**src/design/bisplit_pkg.sv**
```systemverilog
`timescale 1ns / 1ps

package bisplit_pkg;

    // Block configuration
    localparam int NUM_PORTS         = 8;
    localparam int MAX_REQUEST_BYTES = 240;

    // Request queue between front and back
    localparam int QUEUE_DEPTH = 2;
    localparam int QUEUE_PTR_W = (QUEUE_DEPTH > 1) ? $clog2(QUEUE_DEPTH) : 1;
    localparam int QUEUE_CNT_W = $clog2(QUEUE_DEPTH + 1);

    // Configuration register indexes
    localparam logic [1:0] CFG_INTERLEAVE_BITS  = 2'd0;
    localparam logic [1:0] CFG_BANK_SELECT_BITS = 2'd1;
    localparam logic [1:0] CFG_BASE_SUBTRACT    = 2'd2;

    // Result status codes
    localparam logic STATUS_OK       = 1'b0;
    localparam logic STATUS_BAD_BANK = 1'b1;

    // floor(log2(n)) for elaboration-time constants
    function automatic int floor_log2(input int n);
        int r;
        int p;
        r = 0;
        p = n;
        while (p > 1) begin
            p = p >> 1;
            r = r + 1;
        end
        return r;
    endfunction

    localparam logic [2:0] DEFAULT_SELECT_BITS = 3'(floor_log2(NUM_PORTS));

    // Classified request, handed from front to back
    typedef struct packed {
        logic [31:0] addr;        // rebased address
        logic [7:0]  size;        // saturated byte count, never zero
        logic [15:0] first_len;   // bytes to next port boundary, 0 when aligned
        logic        wr;
    } req_t;

    typedef enum logic {
        ST_IDLE,
        ST_RUN
    } state_t;

endpackage

```
**src/design/bisplit_front.sv**
```systemverilog
`timescale 1ns / 1ps

module bisplit_front
    import bisplit_pkg::*;
(
    input  logic [31:0] address,
    input  logic [7:0]  byte_count,
    input  logic        wr_flag,
    input  logic [3:0]  interleave_bits,
    input  logic [31:0] base_subtract,
    output logic        drop,
    output req_t        req
);

    logic [15:0] port_len;
    logic [15:0] low_part;
    logic [15:0] low_mask;

    always_comb
    begin
        port_len  = 16'd1 << interleave_bits;
        low_mask  = port_len - 16'd1;
        // boundary taken on the address before rebasing
        low_part  = address[15:0] & low_mask;

        req.addr      = address - base_subtract;
        req.size      = (byte_count > 8'(MAX_REQUEST_BYTES)) ? 8'(MAX_REQUEST_BYTES)
                                                             : byte_count;
        req.first_len = (low_part == 16'd0) ? 16'd0 : (port_len - low_part);
        req.wr        = wr_flag;

        // zero-size requests produce nothing
        drop = (byte_count == 8'd0);
    end

endmodule

```
**src/design/bisplit_queue.sv**
```systemverilog
`timescale 1ns / 1ps

module bisplit_queue
    import bisplit_pkg::*;
(
    input  logic clk,
    input  logic rst_n,
    input  logic push,
    input  req_t push_data,
    input  logic pop,
    output req_t pop_data,
    output logic full,
    output logic empty
);

    req_t                   entry_reg [QUEUE_DEPTH];
    logic [QUEUE_PTR_W-1:0] wr_ptr_reg;
    logic [QUEUE_PTR_W-1:0] wr_ptr_next;
    logic [QUEUE_PTR_W-1:0] rd_ptr_reg;
    logic [QUEUE_PTR_W-1:0] rd_ptr_next;
    logic [QUEUE_CNT_W-1:0] count_reg;
    logic [QUEUE_CNT_W-1:0] count_next;
    logic                   do_push;
    logic                   do_pop;

    assign full     = (count_reg == QUEUE_CNT_W'(QUEUE_DEPTH));
    assign empty    = (count_reg == '0);
    assign pop_data = entry_reg[rd_ptr_reg];
    assign do_push  = push && !full;
    assign do_pop   = pop && !empty;

    always_comb
    begin
        wr_ptr_next = wr_ptr_reg;
        rd_ptr_next = rd_ptr_reg;
        count_next  = count_reg;
        if (do_push)
        begin
            wr_ptr_next = (wr_ptr_reg == QUEUE_PTR_W'(QUEUE_DEPTH - 1)) ? '0
                                                                         : wr_ptr_reg + 1'b1;
        end
        if (do_pop)
        begin
            rd_ptr_next = (rd_ptr_reg == QUEUE_PTR_W'(QUEUE_DEPTH - 1)) ? '0
                                                                         : rd_ptr_reg + 1'b1;
        end
        if (do_push && !do_pop)
        begin
            count_next = count_reg + 1'b1;
        end
        else if (do_pop && !do_push)
        begin
            count_next = count_reg - 1'b1;
        end
    end

    always_ff @(posedge clk or negedge rst_n)
    begin
        if (!rst_n)
        begin
            wr_ptr_reg <= '0;
            rd_ptr_reg <= '0;
            count_reg  <= '0;
        end
        else
        begin
            wr_ptr_reg <= wr_ptr_next;
            rd_ptr_reg <= rd_ptr_next;
            count_reg  <= count_next;
        end
    end

    always_ff @(posedge clk)
    begin
        if (do_push)
        begin
            entry_reg[wr_ptr_reg] <= push_data;
        end
    end

endmodule

```
**src/design/bisplit_back.sv**
```systemverilog
`timescale 1ns / 1ps

module bisplit_back
    import bisplit_pkg::*;
(
    input  logic        clk,
    input  logic        rst_n,
    input  logic [3:0]  interleave_bits,
    input  logic [2:0]  bank_select_bits,
    input  logic        q_empty,
    input  req_t        q_data,
    output logic        q_pop,
    output logic        m_tvalid,
    input  logic        m_tready,
    output logic [63:0] m_tdata,
    output logic [1:0]  m_tuser,
    output logic        m_tlast
);

    state_t      state_reg;
    state_t      state_next;

    // working copy of the request being split
    logic [31:0] addr_reg;
    logic [31:0] addr_next;
    logic [7:0]  size_reg;
    logic [7:0]  size_next;
    logic [7:0]  done_reg;
    logic [7:0]  done_next;
    logic [15:0] first_reg;
    logic [15:0] first_next;
    logic        wr_reg;
    logic        wr_next;

    // output register
    logic        out_valid_reg;
    logic        out_valid_next;
    logic [5:0]  out_bank_reg;
    logic [5:0]  out_bank_next;
    logic [31:0] out_addr_reg;
    logic [31:0] out_addr_next;
    logic [7:0]  out_bytes_reg;
    logic [7:0]  out_bytes_next;
    logic [7:0]  out_off_reg;
    logic [7:0]  out_off_next;
    logic        out_wr_reg;
    logic        out_wr_next;
    logic        out_status_reg;
    logic        out_status_next;
    logic        out_last_reg;
    logic        out_last_next;

    logic        out_free;
    logic        emit;
    logic [2:0]  sel_bits;
    logic [4:0]  hi_shift;
    logic [15:0] port_len;
    logic [15:0] chunk_cand;
    logic [7:0]  remain;
    logic [7:0]  chunk;
    logic        chunk_last;
    logic [6:0]  bank_full;
    logic        bad_bank;
    logic [31:0] low_mask;
    logic [31:0] high_mask;
    logic [31:0] local_addr;
    logic        req_end;

    assign out_free = !out_valid_reg || m_tready;
    assign emit     = (state_reg == ST_RUN) && out_free;

    // chunk datapath
    always_comb
    begin
        sel_bits   = (bank_select_bits == 3'd0) ? DEFAULT_SELECT_BITS : bank_select_bits;
        hi_shift   = 5'(interleave_bits) + 5'(sel_bits);
        port_len   = 16'd1 << interleave_bits;
        chunk_cand = (first_reg != 16'd0) ? first_reg : port_len;
        remain     = size_reg - done_reg;
        chunk      = (chunk_cand > 16'(remain)) ? remain : chunk_cand[7:0];
        chunk_last = (chunk == remain);
        bank_full  = 7'((addr_reg >> interleave_bits) & ~(32'hFFFF_FFFF << sel_bits));
        bad_bank   = (bank_full >= 7'(NUM_PORTS));
        low_mask   = ~(32'hFFFF_FFFF << interleave_bits);
        high_mask  = 32'hFFFF_FFFF << hi_shift;
        local_addr = ((addr_reg & high_mask) >> sel_bits) + (addr_reg & low_mask);
        req_end    = bad_bank || chunk_last;
    end

    // next state
    always_comb
    begin
        state_next = state_reg;
        case (state_reg)
            ST_IDLE:
            begin
                if (!q_empty)
                begin
                    state_next = ST_RUN;
                end
            end
            ST_RUN:
            begin
                if (emit && req_end)
                begin
                    state_next = ST_IDLE;
                end
            end
            default:
            begin
                state_next = ST_IDLE;
            end
        endcase
    end

    // outputs and datapath registers
    always_comb
    begin
        q_pop           = 1'b0;
        addr_next       = addr_reg;
        size_next       = size_reg;
        done_next       = done_reg;
        first_next      = first_reg;
        wr_next         = wr_reg;
        out_valid_next  = out_valid_reg && !m_tready;
        out_bank_next   = out_bank_reg;
        out_addr_next   = out_addr_reg;
        out_bytes_next  = out_bytes_reg;
        out_off_next    = out_off_reg;
        out_wr_next     = out_wr_reg;
        out_status_next = out_status_reg;
        out_last_next   = out_last_reg;
        case (state_reg)
            ST_IDLE:
            begin
                if (!q_empty)
                begin
                    q_pop      = 1'b1;
                    addr_next  = q_data.addr;
                    size_next  = q_data.size;
                    done_next  = 8'd0;
                    first_next = q_data.first_len;
                    wr_next    = q_data.wr;
                end
            end
            ST_RUN:
            begin
                if (emit)
                begin
                    out_valid_next = 1'b1;
                    out_off_next   = done_reg;
                    out_wr_next    = wr_reg;
                    if (bad_bank)
                    begin
                        out_bank_next   = 6'd0;
                        out_addr_next   = 32'd0;
                        out_bytes_next  = 8'd0;
                        out_status_next = STATUS_BAD_BANK;
                        out_last_next   = 1'b1;
                    end
                    else
                    begin
                        out_bank_next   = bank_full[5:0];
                        out_addr_next   = local_addr;
                        out_bytes_next  = chunk;
                        out_status_next = STATUS_OK;
                        out_last_next   = chunk_last;
                    end
                    done_next  = done_reg + chunk;
                    addr_next  = addr_reg + 32'(chunk);
                    first_next = 16'd0;
                end
            end
            default:
            begin
                q_pop = 1'b0;
            end
        endcase
    end

    always_ff @(posedge clk or negedge rst_n)
    begin
        if (!rst_n)
        begin
            state_reg     <= ST_IDLE;
            out_valid_reg <= 1'b0;
        end
        else
        begin
            state_reg     <= state_next;
            out_valid_reg <= out_valid_next;
        end
    end

    always_ff @(posedge clk)
    begin
        addr_reg       <= addr_next;
        size_reg       <= size_next;
        done_reg       <= done_next;
        first_reg      <= first_next;
        wr_reg         <= wr_next;
        out_bank_reg   <= out_bank_next;
        out_addr_reg   <= out_addr_next;
        out_bytes_reg  <= out_bytes_next;
        out_off_reg    <= out_off_next;
        out_wr_reg     <= out_wr_next;
        out_status_reg <= out_status_next;
        out_last_reg   <= out_last_next;
    end

    assign m_tvalid = out_valid_reg;
    assign m_tdata  = {5'd0, out_off_reg, 5'd0, out_bytes_reg, out_addr_reg, out_bank_reg};
    assign m_tuser  = {out_status_reg, out_wr_reg};
    assign m_tlast  = out_last_reg;

endmodule

```
**src/design/bank_interleave_request_splitter.sv**
```systemverilog
`timescale 1ns / 1ps

// Bank interleave request splitter.
// Input stream (s_*): one memory request per transfer - start address, byte
// count and write flag. Output stream (m_*): one transfer per bank chunk with
// bank index, bank-local address, chunk size and byte offset into the request;
// tlast marks the final chunk of a request. A chunk whose bank index is not a
// valid port is replaced by a single error transfer (tuser status set, tlast
// set) and the request ends there. Zero-byte requests are consumed silently.
// The front classifies each request in the accept cycle and writes it into a
// two-entry queue; the back splits one request at a time.
// A request passes through the queue, the back's working registers and the
// output register before its first chunk appears on m_tvalid.
// Throughput: one chunk per cycle while the receiver does not stall; each
// request is loaded from the queue before its first chunk is split.
// Reset clears the queue, the splitter state and the output valid; the config
// registers return to interleave 2, select bits 3, base 0.
// When the receiver stalls the output register holds its transfer, the back
// waits, and once the queue is full s_tready drops.
// Configuration writes take effect at once and are meant for idle periods.

module bank_interleave_request_splitter
    import bisplit_pkg::*;
(
    input  logic        clk,
    input  logic        rst_n,

    input  logic        cfg_we,
    input  logic [1:0]  cfg_index,
    input  logic [31:0] cfg_data,

    input  logic        s_tvalid,
    output logic        s_tready,
    input  logic [39:0] s_tdata,    // address[31:0], byte_count[39:32]
    input  logic        s_tuser,    // write flag

    output logic        m_tvalid,
    input  logic        m_tready,
    output logic [63:0] m_tdata,    // bank_index[5:0], bank_address[37:6],
                                    // chunk_bytes[50:38], data_offset[58:51], zero pad
    output logic [1:0]  m_tuser,    // chunk_write[0], status[1]
    output logic        m_tlast
);

    logic [3:0]  interleave_bits_reg;
    logic [2:0]  bank_select_bits_reg;
    logic [31:0] base_subtract_reg;

    logic        q_full;
    logic        q_empty;
    logic        q_pop;
    logic        drop;
    req_t        front_req;
    req_t        q_head;

    // Configuration registers: index out of range is ignored.
    always_ff @(posedge clk or negedge rst_n)
    begin
        if (!rst_n)
        begin
            interleave_bits_reg  <= 4'd2;
            bank_select_bits_reg <= 3'd3;
            base_subtract_reg    <= 32'd0;
        end
        else if (cfg_we)
        begin
            case (cfg_index)
                CFG_INTERLEAVE_BITS:  interleave_bits_reg  <= cfg_data[3:0];
                CFG_BANK_SELECT_BITS: bank_select_bits_reg <= cfg_data[2:0];
                CFG_BASE_SUBTRACT:    base_subtract_reg    <= cfg_data;
                default:              base_subtract_reg    <= base_subtract_reg;
            endcase
        end
    end

    // Accept whenever the queue has room; zero-size requests are dropped here.
    assign s_tready = !q_full;

    bisplit_front u_front (
        .address         (s_tdata[31:0]),
        .byte_count      (s_tdata[39:32]),
        .wr_flag         (s_tuser),
        .interleave_bits (interleave_bits_reg),
        .base_subtract   (base_subtract_reg),
        .drop            (drop),
        .req             (front_req)
    );

    bisplit_queue u_queue (
        .clk       (clk),
        .rst_n     (rst_n),
        .push      (s_tvalid && !drop),
        .push_data (front_req),
        .pop       (q_pop),
        .pop_data  (q_head),
        .full      (q_full),
        .empty     (q_empty)
    );

    bisplit_back u_back (
        .clk              (clk),
        .rst_n            (rst_n),
        .interleave_bits  (interleave_bits_reg),
        .bank_select_bits (bank_select_bits_reg),
        .q_empty          (q_empty),
        .q_data           (q_head),
        .q_pop            (q_pop),
        .m_tvalid         (m_tvalid),
        .m_tready         (m_tready),
        .m_tdata          (m_tdata),
        .m_tuser          (m_tuser),
        .m_tlast          (m_tlast)
    );

endmodule

```
**config.mk**
```make
export PLATFORM = sky130hd
export DESIGN_NAME = bank_interleave_request_splitter
export DESIGN_NICKNAME = d
export VERILOG_FILES = /design/src/design/bisplit_pkg.sv /design/src/design/bisplit_front.sv /design/src/design/bisplit_queue.sv /design/src/design/bisplit_back.sv /design/src/design/bank_interleave_request_splitter.sv
export SDC_FILE = /design/constraint.sdc
export NUM_CORES = 1
export LEC_CHECK = 0
export BUFFER_PORTS_ARGS = -buffer_cell sky130_fd_sc_hd__buf_4
export CAP_MARGIN = 5
export CELL_PAD_IN_SITES_DETAIL_PLACEMENT = 0
export CELL_PAD_IN_SITES_GLOBAL_PLACEMENT = 1
export CORE_MARGIN = 3
export CORE_UTILIZATION = 44
export DETAILED_ROUTE_END_ITERATION = 6
export PLACE_DENSITY = 0.86
export SYNTH_ARGS = -nofsm -noshare
export SYNTH_HDL_FRONTEND = slang
export SYNTH_SLANG_ARGS = --single-unit
```
**constraint.sdc**
```tcl
create_clock -name clk -period 5.99 [get_ports clk]
set_input_delay 0.599 -clock clk [delete_from_list [all_inputs] [get_ports clk]]
set_output_delay 0.599 -clock clk [all_outputs]
set_load 0.05 [all_outputs]
```
# ---- Yosys cells after proc, flatten, opt, wreduce, memory -nomap -nowiden
# Memory sizes are Yosys's and may differ from the RTL's.
# Index checks and enable logic that the tools add are counted.
dict set report word_totals {
  reg_bits 167
  latchBits 0
  mem_bits_rw 114
  romBits 0
  input_bits 80
  out_inout_bits 69
  wordCells 113
  memories 1
}
dict set report op_classes {
  addsub 12
  mul 0
  n_div 0
  order_cmp 3
  eq_ne 6
  shifts 6
  mux 27
  bitwise_logic 8
  reduce_logical 30
}
# memory words word_bits rd rd_clocked_by_memory_dff wr line
set memory_table {}
lappend memory_table {u_queue.entry_reg 2 57 1 0 1 bisplit_queue.sv:16} ;# req_t entry_reg [QUEUE_DEPTH];
# op n
set ops {}
lappend ops {{AND 32 bit} 2}
lappend ops {{2-to-1 mux 16 bit} 4}
lappend ops {{2-to-1 mux 32 bit} 2}
lappend ops {{case mux 32 bit (2 select lines)} 1}
lappend ops {{adder 32 bit} 1}
lappend ops {{adder 32 x 8 -> 32 bit} 1}
lappend ops {{2-to-1 mux 8 bit} 4}
lappend ops {{inverter 32 bit} 1}
lappend ops {{case mux 16 bit (2 select lines)} 1}
lappend ops {{<< shifter 32 x 3 -> 7 bit, first input constant} 1}
lappend ops {{<< shifter 32 x 4 -> 32 bit, first input constant} 1}
lappend ops {{<< shifter 32 x 5 -> 32 bit, first input constant} 1}
lappend ops {{>> shifter 32 x 3 -> 32 bit} 1}
lappend ops {{>> shifter 32 x 4 -> 7 bit} 1}
lappend ops {{subtractor 32 bit} 1}
lappend ops {{AND 16 bit} 1}
lappend ops {{> comparator 16 x 8 -> 1 bit} 1}
lappend ops {{logical NOT 16 bit} 1}
lappend ops {{case mux 8 bit (2 select lines)} 1}
lappend ops {{nonzero test 16 bit} 1}
lappend ops {{<< shifter 1 x 4 -> 16 bit, first input constant} 1}
lappend ops {{subtractor 16 x 1 -> 16 bit, second input constant} 1}
lappend ops {{subtractor 16 bit} 1}
lappend ops {{AND reduction 2 bit} 6}
lappend ops {{other kinds (26)} 55}

# ---- Longest topological paths before layout
# Gate-level depths: netlist of run 1.
dict set report logic_depth {
  depth_word 10
  mapped_depth 30
  mapped_depth_nobuf 28
}

# ---- Cells and area by module
# Synthesis of run 1 repeated with hierarchy kept, for this count alone.
dict set report hier_totals {
  cells_unflattened 1844
  area_unflattened_um2 19197.2
}
# module n_inst cells_each area_per_inst_um2 seq_area_each_um2
set modules_own_cells {}
lappend modules_own_cells {bisplit_back 1 1068 10084.7 3713.6}
lappend modules_own_cells {bisplit_queue 1 196 4385.5 3523.4}
lappend modules_own_cells {bisplit_front 1 494 3235.6 0.0}
lappend modules_own_cells {bank_interleave_request_splitter 1 86 1491.4 979.7}

# ---- Worst setup path before layout of run 1
# No wires, ideal clock.
dict set report synth_timing {
  path_kind {reg2reg}
  startpoint {reg u_back.done_reg[1]}
  endpoint {reg u_back.addr_reg[30] (data pin)}
  setup_time_ns 0.270
  arrival_ns 5.842
  t_required_ns 5.720
  path_slack_ns -0.123
  stages_incl_launch_ff 30
  path_buffers 2
  synth_period_minus_slack_ns 6.113
  path_cell_list {edfxtp_1 inv_1 ha_1 nor2b_1 o21a_1 o21a_1 o21a_1 o41ai_1 xnor2_1 ha_1 nand3_1 nor3_1 a21oi_1 a221oi_1 clkbuf_1 nor2_1 a21oi_1 ha_1 inv_1 fa_1 nor2b_1 o21ai_0 a21oi_1 o21ai_0 a21oi_1 o21ai_0 clkbuf_1 a2111oi_0 xnor2_1 a21oi_1}
}
dict set report synth_via {
  elab_chain_len 6
}
# element line
set synth_rtl {}
lappend synth_rtl {{start, declared} bisplit_back.sv:28} ;# logic [7:0] done_reg;
lappend synth_rtl {{start signal, assigned} bisplit_back.sv:199} ;# done_reg <= done_next;
lappend synth_rtl {{subtractor 8 bit} bisplit_back.sv:79} ;# remain = size_reg - done_reg;
lappend synth_rtl {{> comparator 16 x 8 -> 1 bit} bisplit_back.sv:80} ;# chunk = (chunk_cand > 16'(remain)) ? remain : chunk_cand[7:0];
lappend synth_rtl {{2-to-1 mux 8 bit} bisplit_back.sv:80}
lappend synth_rtl {{net u_back.chunk[0]} bisplit_back.sv:60} ;# logic [7:0] chunk;
lappend synth_rtl {{adder 32 x 8 -> 32 bit} bisplit_back.sv:170} ;# addr_next = addr_reg + 32'(chunk);
lappend synth_rtl {{2-to-1 mux 32 bit} bisplit_back.sv:148} ;# if (emit)
lappend synth_rtl {{case mux 32 bit (2 select lines)} bisplit_back.sv:133} ;# case (state_reg)
lappend synth_rtl {{net u_back.addr_next[30]} bisplit_back.sv:25} ;# logic [31:0] addr_next;
lappend synth_rtl {{end signal, assigned} bisplit_back.sv:197} ;# addr_reg <= addr_next;
lappend synth_rtl {{end, declared} bisplit_back.sv:24} ;# logic [31:0] addr_reg;
# The timed path passes the listed nets, and every way through them passes these cells. The select of a mux whose other input is x is not followed.
# A chain may end at the register's enable or synchronous reset.

# ---- Final worst setup path of run 1
dict set report layout_timing {
  startpoint {reg u_back.first_reg[9]}
  endpoint {reg u_back.addr_reg[22] (data pin)}
}
dict set report layout_via {
  elab_chain_len 7
}
# element line
set layout_rtl {}
lappend layout_rtl {{start, declared} bisplit_back.sv:30} ;# logic [15:0] first_reg;
lappend layout_rtl {{start signal, assigned} bisplit_back.sv:200} ;# first_reg <= first_next;
lappend layout_rtl {{nonzero test 16 bit} bisplit_back.sv:78} ;# chunk_cand = (first_reg != 16'd0) ? first_reg : port_len;
lappend layout_rtl {{2-to-1 mux 16 bit (*)} bisplit_back.sv:78}
lappend layout_rtl {{> comparator 16 x 8 -> 1 bit} bisplit_back.sv:80}
lappend layout_rtl {{2-to-1 mux 8 bit (*)} bisplit_back.sv:80}
lappend layout_rtl {{net u_back.chunk[0]} bisplit_back.sv:60}
lappend layout_rtl {{adder 32 x 8 -> 32 bit (*)} bisplit_back.sv:170}
lappend layout_rtl {{2-to-1 mux 32 bit (*)} bisplit_back.sv:148}
lappend layout_rtl {{case mux 32 bit (2 select lines) (*)} bisplit_back.sv:133}
lappend layout_rtl {{net u_back.addr_next[22]} bisplit_back.sv:25}
# The timed path passes the listed nets; every way through them passes the cells marked *. The select of a mux whose other input is x is not followed.

==> summary.txt, run 1 <==
Synth
  • Post-synthesis cell count: 1824
  • Yosys warns: 0
  • Avg Cell Area, Syn: 10.1 sq um
  • Ys flop type: edfxtp_1
  • Sequential area share after synthesis: 44.5%
  • Synth cell types: 90
  • Netlist Area Pre-Place: 18400 sq um
  • Asr flop ratio synth: 16.0%
  • Post-synth EDFFs: 236
  • Flops & latches, synth: 281

Clock network
  • Clock buffer depth: 3
  • Worst-skew pair later-pin latency: 0.59 ns
  • Cts hold-fix bufs: 0
  • Clock-pin slew on the worst setup and hold paths: 0.06 ns
  • H-Tree Depth: 1
  • Root buf cell: clkbuf_16
  • Clk sinks: 281
  • CTS tree: yes
  • Total CTS buffers: 31

Cells and area
  • Layout area overhead: 16.7%
  • NumNets Final: 2136
  • Seq. cell area: 8220 sq um
  • Final cell count without fillers: 2521
  • Multi-input gate area: 9640 sq um
  • Post-layout instance area: 21500 sq um
  • Share of cells above drive strength 1: 19.3%
  • Number of diodes: 0
  • Max FFs per register: 114
  • Fill count: 3692

Pwr
  • Internal power: 7790 uW
  • NetSw: 6180 uW
  • Sequential share of power: 27.7%
  • Gate power share: 57.2%
  • Pwr per Cell Area: 649 nW/um^2
  • LEAKAGE: 0.00853 uW
  • Net Sw Frac: 44.2%
  • Clock share of power: 15.1%
  • VDD IR max: 453 uV

Route
  • Total iterations of the first detailed-routing run: 5
  • Number of routed nets with antenna violations: 0
  • Vias post-DR: 14096
  • Iteration-0 DRC Markers: 970
  • Vias/cell: 5.59
  • # DRC: 0
  • Routed len/inst: 18.5 microns
  • Drt total wl: 46.6 mm

Floorplan
  • DIE WIDTH: 211 microns
  • Starting density of the core: 44.9%
  • Die area: 44400 sq um
  • Core area: 41100 sq um
  • Die Span Y: 211 microns
  • Rows: 74
  • Io pins: 149

Worst setup path
  • Critical path data arrival time: 6.07 ns
  • WP data required: 6.29 ns
  • Nature of the critical path endpoint: flop
  • Crit path max fanout: 9
  • WS Path Type: reg -> reg
  • Startpoint type of the worst setup path: flop
  • Worst Setup SP: u_back.first_reg[9]
  • Critical R2R Launch: u_back.first_reg[9]

Placed design
  • Port bufs: 138
  • Hpwl dp: 35.0 mm
  • Cell Count Post-Placement: 2462
  • RD Place Congestion: 0.919
  • Placed cell area: 20200 sq um

STA
  • Clk_skew: 0.0188 ns
  • Highest Clock Rate: 173 MHz
  • Max Slew Vio Count: 0
  • Hold Slack: 0.0582 ns
  • Max_slew headroom: 30.3%
  • Final Hold Viols: 0
  • Actual slew at the worst max-slew pin: 1.04 ns
  • Crit path time final: 5.78 ns
  • Final period utilization: 96.4%
  • Setup violators final: 0

Global routing
  • Largest net degree at the start of global routing: 85
  • GRT overflow: 0
  • Initial antenna violation count: 1
  • GRT Util Overall: 20.6%
  • First-pass GRT wire length: 73.7 mm
  • Vias in the first global route: 13420

Run
  • Max-cap violations: 0

Status
  • Status: complete, no violations

Hold path
  • Hold Path Class: in -> async
==> worst paths after layout <==
kind | slack, ns | endpoint | depth (start not counted)
max reg2reg | 0.21 | u_back.addr_reg[22] | 26
min | 0.06 | base_subtract_reg[6] | 1
min in group clk | 0.21 | u_queue.entry_reg[0][0] | 1
max in group asynchronous | 5.45 | u_queue.rd_ptr_reg | 1
max | 0.21 | u_back.addr_reg[22] | 26
min reg2reg | 0.42 | u_back.out_wr_reg | 0
==> cells by family (layout without fill, tap and decap cells) <==
family / count (synthesis) / count (layout) / synth area share, %
multiplexers: 126 / 126 / 7.87
XOR/XNOR: 118 / 118 / 5.71
buffers and inverters: 197 / 350 / 4.52
other: 1 / 13 / 0.0203
flip-flops: 281 / 281 / 44.5
AND/OR/NAND/NOR: 556 / 556 / 14.6
adder cells (fa/ha/maj): 92 / 92 / 6.49
AO/OA/AOI/OAI: 453 / 453 / 16.2
==> placed cells by master, fill, tap and decap left out, types with 10 or more instances in the layout <==
cell	n
a211oi_1	50
a21o_1	32
a21oi_1	114
a31oi_1	12
and2_1	27
buf_4	197
clkbuf_16	31
conb_1	13
dfrtp_1	40
edfxtp_1	236
ha_1	86
inv_1	88
mux2_2	52
mux2i_1	63
mux4_2	10
nand2_1	146
nand2b_1	15
nand3_1	31
nor2_1	169
nor2b_1	50
nor3_1	36
o211ai_1	15
o21a_1	22
o21ai_0	77
xnor2_1	84
xor2_1	32
==> area by class of cell <==
cell class	instances	share of cell area (%)
inverters	93	1.62
well taps	532	3.09
clock inverters	23	1.66
multi-input cells	1358	44.8
flip-flops and latches	281	38.2
clock buffers	35	3.67
repair buffers	199	6.97
==> power by group through the flow <==
stage               Sequential [uW]  Clock (uW)  Combinational (uW)
global placement               3870           0                7470
global route                   3950        2240                8800
CTS                            3860        2160                7650
detailed placement             3900           0                7590
finish                         3870        2110                7990
floorplan                      4270           0                5150
==> layer usage <==
layer  GRT usage (%)  wire [microns]  up-vias
li1                -               -     6959
met1            30.4           21700     6643
met2            31.6           20700      421
met3            3.42            3040       71
met4            5.24            1200        2
met5               0              13        -
==> synthesized netlist by cell type (10+ instances only) <==
| cell | count | area, sq um |
|---|---|---|
| o21ai_0 | 82 | 410 |
| mux2_2 | 52 | 586 |
| clkbuf_1 | 57 | 214 |
| nand2b_1 | 15 | 93.8 |
| ha_1 | 86 | 1080 |
| a31oi_1 | 13 | 81.3 |
| a21oi_1 | 121 | 606 |
| nand2_1 | 147 | 552 |
| xor2_1 | 32 | 280 |
| nand3_1 | 31 | 155 |
| o211ai_1 | 15 | 113 |
| buf_4 | 16 | 120 |
| a211oi_1 | 58 | 435 |
| edfxtp_1 | 236 | 7090 |
| dfrtp_1 | 42 | 1050 |
| mux4_2 | 10 | 225 |
| nor2_1 | 171 | 642 |
| buf_1 | 14 | 52.6 |
| mux2i_1 | 64 | 641 |
| nor2b_1 | 50 | 313 |
| nor3_1 | 38 | 190 |
| xnor2_1 | 85 | 744 |
| o21a_1 | 22 | 165 |
| inv_1 | 89 | 334 |
| a21o_1 | 32 | 240 |
| and2_1 | 28 | 175 |
| buf_2 | 15 | 75.1 |
==> timing repair <==
item,4_1_cts,5_1_grt
gates resized for setup,1,41
endpoints found under the setup margin,14,33
setup buffers,0,1
pin swaps,0,7
==> worst max-delay path, cell delays in order (launching register included) <==
cell and delay, ns:
edfxtp_1 0.36, nor4_1 0.45, nand2_1 0.24, nor3_1 0.31, a31o_2 0.27, ha_1 0.25, nor2b_1 0.13, o21a_1 0.17
o21a_1 0.17, o21ai_0 0.19, nand3b_1 0.15, a221oi_4 0.34, nor2_1 0.09, a21oi_2 0.15, ha_1 0.19, inv_1 0.05
fa_1 0.40, nor2b_1 0.16, o21ai_1 0.09, a21oi_1 0.17, o21ai_1 0.12, a21oi_2 0.22, o21ai_4 0.14, buf_6 0.18
a211oi_2 0.25, xnor2_1 0.15, a21oi_1 0.09
==> metrics by stage <==
step	utilization, %	TNS [ns]	total power, uW	worst slack [ns]
2_1_floorplan	-	0	9420	0.0165
3_3_place_gp	49.1	0	11300	0.0954
3_5_place_dp	49.1	-0.582	11500	-0.0783
4_1_cts	51.9	-0.0341	13700	-0.0331
5_1_grt	52.4	-0.0337	15000	-0.0159
6_report	52.4	0	14000	0.213
No activity file was read; power rests on OpenSTA's default activity.
==> run 2: changes to the inputs <==
CORE_UTILIZATION = 45   (was 44)
CTS_BUF_LIST = sky130_fd_sc_hd__clkbuf_4 sky130_fd_sc_hd__clkbuf_8   (was default)
PLACE_DENSITY = 0.88   (was 0.86)
==> summary.txt, run 2 (synthesis results as in run 1) <==
Cells and area
  • Util after Layout: 53.3% (+0.90 points)
  • Seq. cell area: 8220 sq um (unchanged)
  • Leading cell types in the layout, fill and taps excluded: edfxtp_1, buf_4, nor2_1, nand2_1, a21oi_1
  • NumNets Final: 2157 (+0.98%)
  • Share of cells above drive strength 1: 20.3% (+0.96 points)
  • Multi-input gate area: 9610 sq um (-0.32%)
  • Fill count: 3563 (-3.5%)
  • Max FFs per register: 114 (unchanged)
  • Most common cell after layout, fill and taps aside: edfxtp_1
  • Number of diodes: 0 (unchanged)
  • Final cell count without fillers: 2548 (+1.1%)
  • Layout area overhead: 15.8%

Worst setup path
  • WP data required: 6.31 ns (+0.02 ns)
  • CP top delay family: compound AO/OA/AOI/OAI gates
  • Startpoint type of the worst setup path: flop
  • Critical path depth: 27 (+3.8%)
  • R2r endpoint: u_back.addr_reg[16]
  • CP Buf/Inv Count: 4 (+2)
  • Worst path most repeated cell: a21oi_2
  • Nature of the critical path endpoint: flop
  • Critical path data arrival time: 5.94 ns (-0.13 ns)
  • Worst Setup SP: u_back.size_reg[0]
  • Critical path endpoint: u_back.addr_reg[16]
  • Worst reg-to-reg path cell count: 27 (+3.8%)
  • Crit path max fanout: 10 (+1)
  • CP peak stage delay: 0.39 ns (-0.06 ns)
  • R2r setup slk: 0.37 ns (+0.15 ns)
  • CP max stage cell: fa_1
  • Critical R2R Launch: u_back.size_reg[0]
  • WS Path Type: reg -> reg

STA
  • Actual slew at the worst max-slew pin: 1.10 ns (+0.0606 ns)
  • Final Hold Viols: 0 (unchanged)
  • Clk_skew: 0.0226 ns (+0.00386 ns)
  • Max_slew headroom: 26.1% (-4.3 points)
  • Hold Slack: 0.182 ns (+0.123 ns)
  • Crit path time final: 5.62 ns (-0.155 ns)
  • Final period utilization: 93.9% (-2.6 points)
  • Highest Clock Rate: 178 MHz (+2.8%)
  • Max Slew Vio Count: 0 (unchanged)
  • Setup violators final: 0 (unchanged)
  • Final setup margin: 0.368 ns (+0.155 ns)

Clock network
  • H-Tree Depth: 2 (+1)
  • CTS tree: yes
  • Worst-skew pair later-pin latency: 0.62 ns (+0.03 ns)
  • Root buf cell: clkbuf_8
  • Clock-pin slew on the worst setup and hold paths: 0.06 ns (about the same)
  • Clock buffer depth: 3 (unchanged)
  • Total CTS buffers: 48 (+55%)
  • Clk sinks: 281 (unchanged)

Floorplan
  • Core area: 40100 sq um (-2.5%)
  • Starting density of the core: 46.0% (+1.1 points)
  • Rows: 73 (-1.4%)
  • Die Span Y: 208 microns (-1.1%)
  • Io pins: 149 (unchanged)
  • DIE WIDTH: 208 microns (-1.1%)
  • Die area: 43500 sq um (-2.2%)

Global routing
  • GRT overflow: 0 (unchanged)
  • GRT Util Overall: 21.1% (+0.52 points)
  • First-pass GRT wire length: 74.7 mm (+1.4%)
  • Vias in the first global route: 13928 (+3.8%)
  • Initial antenna violation count: 0 (-1)
  • Largest net degree at the start of global routing: 91 (+7.1%)

Route
  • # DRC: 0 (unchanged)
  • Iteration-0 DRC Markers: 933 (-3.8%)
  • Routed len/inst: 18.4 microns (-0.71%)
  • Vias/cell: 5.63 (+0.72%)
  • Number of routed nets with antenna violations: 0 (unchanged)
  • Drt total wl: 46.8 mm (+0.35%)
  • Vias post-DR: 14349 (+1.8%)
  • Total iterations of the first detailed-routing run: 5 (unchanged)

Placed design
  • Hpwl dp: 34.6 mm (-1.1%)
  • RD Place Congestion: 0.911 (-0.78%)
  • Cell Count Post-Placement: 2453 (-0.37%)
  • Pre-CTS setup slack: -0.158 ns (-0.0799 ns)
  • Port bufs: 138 (unchanged)

Pwr
  • VDD IR max: 346 uV (-24%)
  • Total power: 13700 uW (-2.3%)
  • LEAKAGE: 0.00850 uW (-0.37%)
  • Pwr per Cell Area: 639 nW/um^2 (-1.5%)

Hold path
  • Hold Path Class: in -> reg

Status
  • Status: complete, no violations

Run
  • Max-cap violations: 0 (unchanged)
## run 2: stage by stage
| step | setup TNS [ns] | area (sq um) |
|---|---|---|
| final | 0 | 21400 |
| after global routing | -0.00836 | 21400 |
| after CTS | 0 | 21200 |
| after detailed placement | -1.22 | 20200 |
| after global placement | 0 | 20200 |
| after floorplan | 0 | 18500 |
## run 2: final cells by class
cell class	count	share of cell area (%)
well taps	525	3.08
inverters	93	1.63
flip-flops and latches	281	38.5
multi-input cells	1358	45.0
clock inverters	24	0.943
clock buffers	64	3.68
repair buffers	203	7.18
## run 2: worst min path at each step
stage	cells after the start	slack [ns]	endpoint	start
after floorplan	0	0.30	bank_select_bits_reg[2]	rst_n
after global placement	0	0.41	u_back.out_wr_reg	u_back.wr_reg
after detailed placement	0	0.43	u_back.out_wr_reg	u_back.wr_reg
after CTS	1	0.13	u_queue.entry_reg[1][0]	s_tuser
after global routing	1	0.14	u_queue.entry_reg[1][0]	s_tuser
final	1	0.18	u_queue.entry_reg[1][0]	s_tuser
## run 2: power by group
part	leakage (uW)	total, uW	switching [uW]	internal (uW)
Combinational	0.00520	8010	4850	3160
Clock	0.000516	1790	796	992
Sequential	0.00278	3850	514	3340
## run 2: timing repair
item | in CTS | in global routing
hold buffers | 1 | 0
buffers inserted | 0 | 6
setup endpoints to repair | 14 | 30
gates resized for setup | 3 | 36
pin swaps | 0 | 9
endpoints found under the hold margin | 1 | 0
## run 2: layer usage
layer	GRT usage [%]	wire length (microns)
met1	30.7	21500
met3	4.15	3130
met4	6.35	1120
met2	31.9	21100
met5	0	0
